**src/jois_ram.sv**
```systemverilog
`default_nettype none

// Simple dual-port RAM: one write port, one read port, registered read data.
module jois_ram #(
	parameter int WIDTH = 39,
	parameter int DEPTH = 64
) (
	input  wire logic                     clk,
	input  wire logic                     wr_en,
	input  wire logic [$clog2(DEPTH)-1:0] wr_addr,
	input  wire logic [WIDTH-1:0]         wr_data,
	input  wire logic                     rd_en,
	input  wire logic [$clog2(DEPTH)-1:0] rd_addr,
	output logic      [WIDTH-1:0]         rd_data
);

	logic [WIDTH-1:0] mem_q [DEPTH];

	always_ff @(posedge clk) begin
		if (wr_en) begin
			mem_q[wr_addr] <= wr_data;
		end
	end

	always_ff @(posedge clk) begin
		if (rd_en) begin
			rd_data <= mem_q[rd_addr];
		end
	end

endmodule

`default_nettype wire

```
**config.mk**
```make
export PLATFORM = sky130hd
export DESIGN_NAME = jois_ram
export DESIGN_NICKNAME = d
export VERILOG_FILES = /design/src/jois_ram.sv
export SDC_FILE = /design/constraint.sdc
export NUM_CORES = 2
export LEC_CHECK = 0
export ABC_AREA = 1
export BUFFER_PORTS_ARGS = -buffer_cell sky130_fd_sc_hd__buf_2
export CAP_MARGIN = 20
export CORE_ASPECT_RATIO = 0.7
export CORE_MARGIN = 2
export CORE_UTILIZATION = 50
export CTS_CLUSTER_DIAMETER = 50
export CTS_CLUSTER_SIZE = 12
export DETAILED_ROUTE_END_ITERATION = 12
export PLACE_DENSITY = 0.75
export SLEW_MARGIN = 25
export SYNTH_ARGS = -nofsm -noshare
export SYNTH_HDL_FRONTEND = slang
export SYNTH_SLANG_ARGS = --single-unit
export TNS_END_PERCENT = 20
```
**constraint.sdc**
```tcl
create_clock -name clk -period 6.9 [get_ports clk]
set_clock_uncertainty 0.15 [all_clocks]
set_input_delay 0 -clock clk [delete_from_list [all_inputs] [get_ports clk]]
set_output_delay 0 -clock clk [all_outputs]
set_load 0.01 [all_outputs]
```
Word level (Yosys, flattened, before mapping)
Memories as Yosys holds them, arrays and structs flattened. A register that Yosys moved wholly into a read port is not among the register bits.
Cells that the tools add are included.
Storage, ports and cells
  bits of input ports: 54
  memories kept: 1
  register bits after elaboration: 0
  bits in writable memories: 2496
Memory list
  mem_q: words 64, bits a word 39, rd ports 1, clocked after Yosys merged registers in 1, wr ports 1, RTL line 17  | logic [WIDTH-1:0] mem_q [DEPTH];
Cells by class
  mux-type cells: 2
Operators with widths (number)
  $mux W1: 2

Logic depth before layout (Yosys ltp)
  depth in word-level cells: 2
  depth in mapped cells: 13

Worst setup path after synthesis
OpenSTA, ideal clock, no wires.
  path kind: input -> register
  start point: in wr_en
  end point: mem mem_q[48][0] (enable)
  buffers on the path: 1
  path slack: 1.931 ns
  stages: 3
  data arrival time: 4.286 ns
  setup time: 0.534 ns
  required time: 6.216 ns
  path through: clkbuf_1 nand4_1 nor4_1
Between the ends
  cells in the longest elaborated chain, start to end: 2
Ends and longest elaborated chain
  from (decl): RTL line 9  | input wire logic wr_en,
  $mux W1: RTL line 20  | if (wr_en) begin
  $mux W1 (implied by the code): RTL line 21  | mem_q[wr_addr] <= wr_data;
  to (decl): RTL line 17
No other way between the ends.

==> results.cfg <==
[run_status]
outcome = finished clean

[floorplan]
ios = 93
core_area_um2 = 201800
start_util_pct = 50.28
die_h_um = 380.9
die-area_um2 = 206600
die_w_um = 542.5
rows = 138

[timing]
whs_ns = 0.06369
final_hold_viol_count = 0
tns_ns = 0
min_period_ns = 4.004
max_freq_ghz = 0.2498
setup_viol = 0
rsz0062_at_grt = false
relSlewSlack_pct = 24.28
drv_slew = 0
tightest_slew_ns = 1.136
fin_crit_sh_pct = 58.02

[power]
irDropWorstVdd_uv = 225.9
p_switching_mw = 6.767
p_int_mw = 23.68
swShare_pct = 22.23
clockPowerShare_pct = 37.4
power_frac_comb_pct = 6.3
p_per_area_nw_per_um2 = 274.5
p_seq_share_pct = 56.3
power_leakage_nw = 38.50

[global_route]
grt_usage_pct = 27.75
grt_pass1_vias = 64200
grt_max_degree = 232
grt_pass1_wl_um = 424700
grt-ovfl-total = 0
antenna_found_initial = 23

[clocking]
clock-sinks = 2535
numCtsBuffers = 238
clk_transition_reported_paths_ns = 0.06
cts_tree = done
clk_path_buf_depth = 4
post_cts_buffers = 0
htree_num_levels = 4
cts-root-buf = clkbuf_16
worstSkewPairLatency_ns = 0.88

[detailed_routing]
wire_per_inst_um = 26.79
routed_wl_um = 291700
viasPerCell = 6.214
drc = 0
antenna_left = 0
drt-initial-drc-count = 12030
drt_pre_antenna_iters = 6
vias = 67680

[critical_path]
critPathCaptureType = register
critPathKind = input port to register
startpoint = rd_addr[0]
r2r_cells = 11
critPathBufInv = 6
start_kind = input port
cp_slowest_cell = buf_4
reg2reg_to = rd_data[0]
path_max_fanout = 156
cp_num_cells = 14
r2r_start = mem_q[51][0]
required_ns = 7.49
critical_path.top_delay_family = buffers and inverters
path_cells = buf_8 -> buf_4 -> buf_12 -> nand2_1 -> nand3_1 -> nand3_1 -> nand3_1 -> nand3_1 -> dlygate4sd3_1 -> nand2_1 -> dlygate4sd3_1 -> nand2_1 -> nand2_1 -> dlygate4sd3_1
arrival_ns = 4.59
rrSetupSlack_ns = 3.70
slowest_delay_ns = 0.70
endpoint = rd_data[0]

[logic_synthesis]
ys_seq_area_share_pct = 75.01
syn_area_per_cell_um2 = 12.32
synth_cell_types = 18
ys_warn_count = 0
synth_nets = 8288
ys_ff_latch = 2535
synthCells = 8234
syn_area_um2 = 101500

[cells_and_area]
synthToLayoutAreaGrowth_pct = 9.291
final_cell_mix = nand2_1 (2,747), edfxtp_1 (2,535), nand3_1 (2,319)
final_nets = 8264
final_common_cell = nand2_1
drive_above_1_share_pct = 6.653

[placed_design]
place_congestion = 0.8317
detailedPlacementHpwl_um = 147300
io_buffers = 92

[run]
cap_viol_max_count = 0

[min_path]
hp-class = input port to register
repair_timing:
action                    4_1_cts  5_1_grt
resized for setup               0        0
hold buffers                   55        0
hold endpoints to repair     2752        0
worst min-delay path, stage by stage:
cell and delay [ns]:
buf_2 0.14, nand3_1 0.57, nor2_4 0.18
state kept, by name, summed over array words and instances, names as in the netlist:
| name | cells |
|---|---|
| mem_q | 2496 |
| rd_data | 39 |
worst min-delay path by stage:
stage,endpoint,slack (ns),depth (start not counted),startpoint
after detailed placement,rd_data[5],0.27,1,rd_data[5]
after floorplan,mem_q[0][0],-0.05,0,wr_data[0]
after global placement,rd_data[5],0.28,1,rd_data[5]
after CTS,rd_data[17],0.02,8,rd_addr[1]
after global routing,mem_q[33][2],0.09,3,wr_addr[5]
final,mem_q[33][2],0.06,3,wr_addr[5]
metrics by stage:
step	setup slack, ns	total power, mW	util (%)	cell area, um2	cells
after CTS	3.163	30.43	54.85	110700	10880
after global placement	3.106	19.26	51.51	104000	10570
after global routing	2.776	31.20	54.94	110900	10890
after detailed placement	3.088	19.31	51.53	104000	10570
after floorplan	1.931	18.52	-	101500	8234
final	2.896	30.45	54.95	110900	10890
metal layers:
layer | GRT usage, % | share of wire [%]
met2 | 40.38 | 43
met5 | 0 | 0.043
met1 | 39.65 | 37
met3 | 8.150 | 16
met4 | 10.09 | 3.8
power groups by stage:
stage	clock, mW	sequential [mW]	combinational [mW]
after floorplan	0	17.4	1.07
after global placement	0	17.5	1.78
after detailed placement	0	17.5	1.82
after CTS	11.4	17.2	1.86
after global routing	12.0	17.2	2.05
final	11.4	17.2	1.92
final cells by class:
type	instances	area, um2
diodes	8	20.02
clock buffers	245	6088
clock inverters	7	61.31
fillers	15660	90930
inverters	12	86.33
multi-input cells	5139	22740
flip-flops and latches	2535	76120
well taps	2660	3328
repair buffers	284	2465
Yosys cell counts:
cell | n | area share [%]
nand4_1 | 9 | 0.055
clkinv_1 | 2 | 0.0074
buf_12 | 1 | 0.020
buf_6 | 57 | 0.63
inv_4 | 1 | 0.0062
buf_1 | 34 | 0.13
buf_8 | 5 | 0.074
buf_4 | 33 | 0.24
edfxtp_1 | 2535 | 75
clkbuf_2 | 1 | 0.0049
nand3_1 | 2319 | 11
nor2_1 | 56 | 0.21
clkbuf_1 | 101 | 0.37
nor4_1 | 8 | 0.049
inv_2 | 1 | 0.0037
inv_1 | 8 | 0.030
buf_2 | 316 | 1.6
nand2_1 | 2747 | 10
cells by family (layout without fill, tap and decap cells):
| kind of cell | count (synthesis) | after routing | synth area share, % |
|---|---|---|---|
| AND/OR/NAND/NOR | 5139 | 5139 | 21.91 |
| flip-flops | 2535 | 2535 | 75.01 |
| buffers and inverters | 560 | 548 | 3.080 |
| other | 0 | 8 | 0 |
Note: power is estimated with default switching activity, not from simulation.
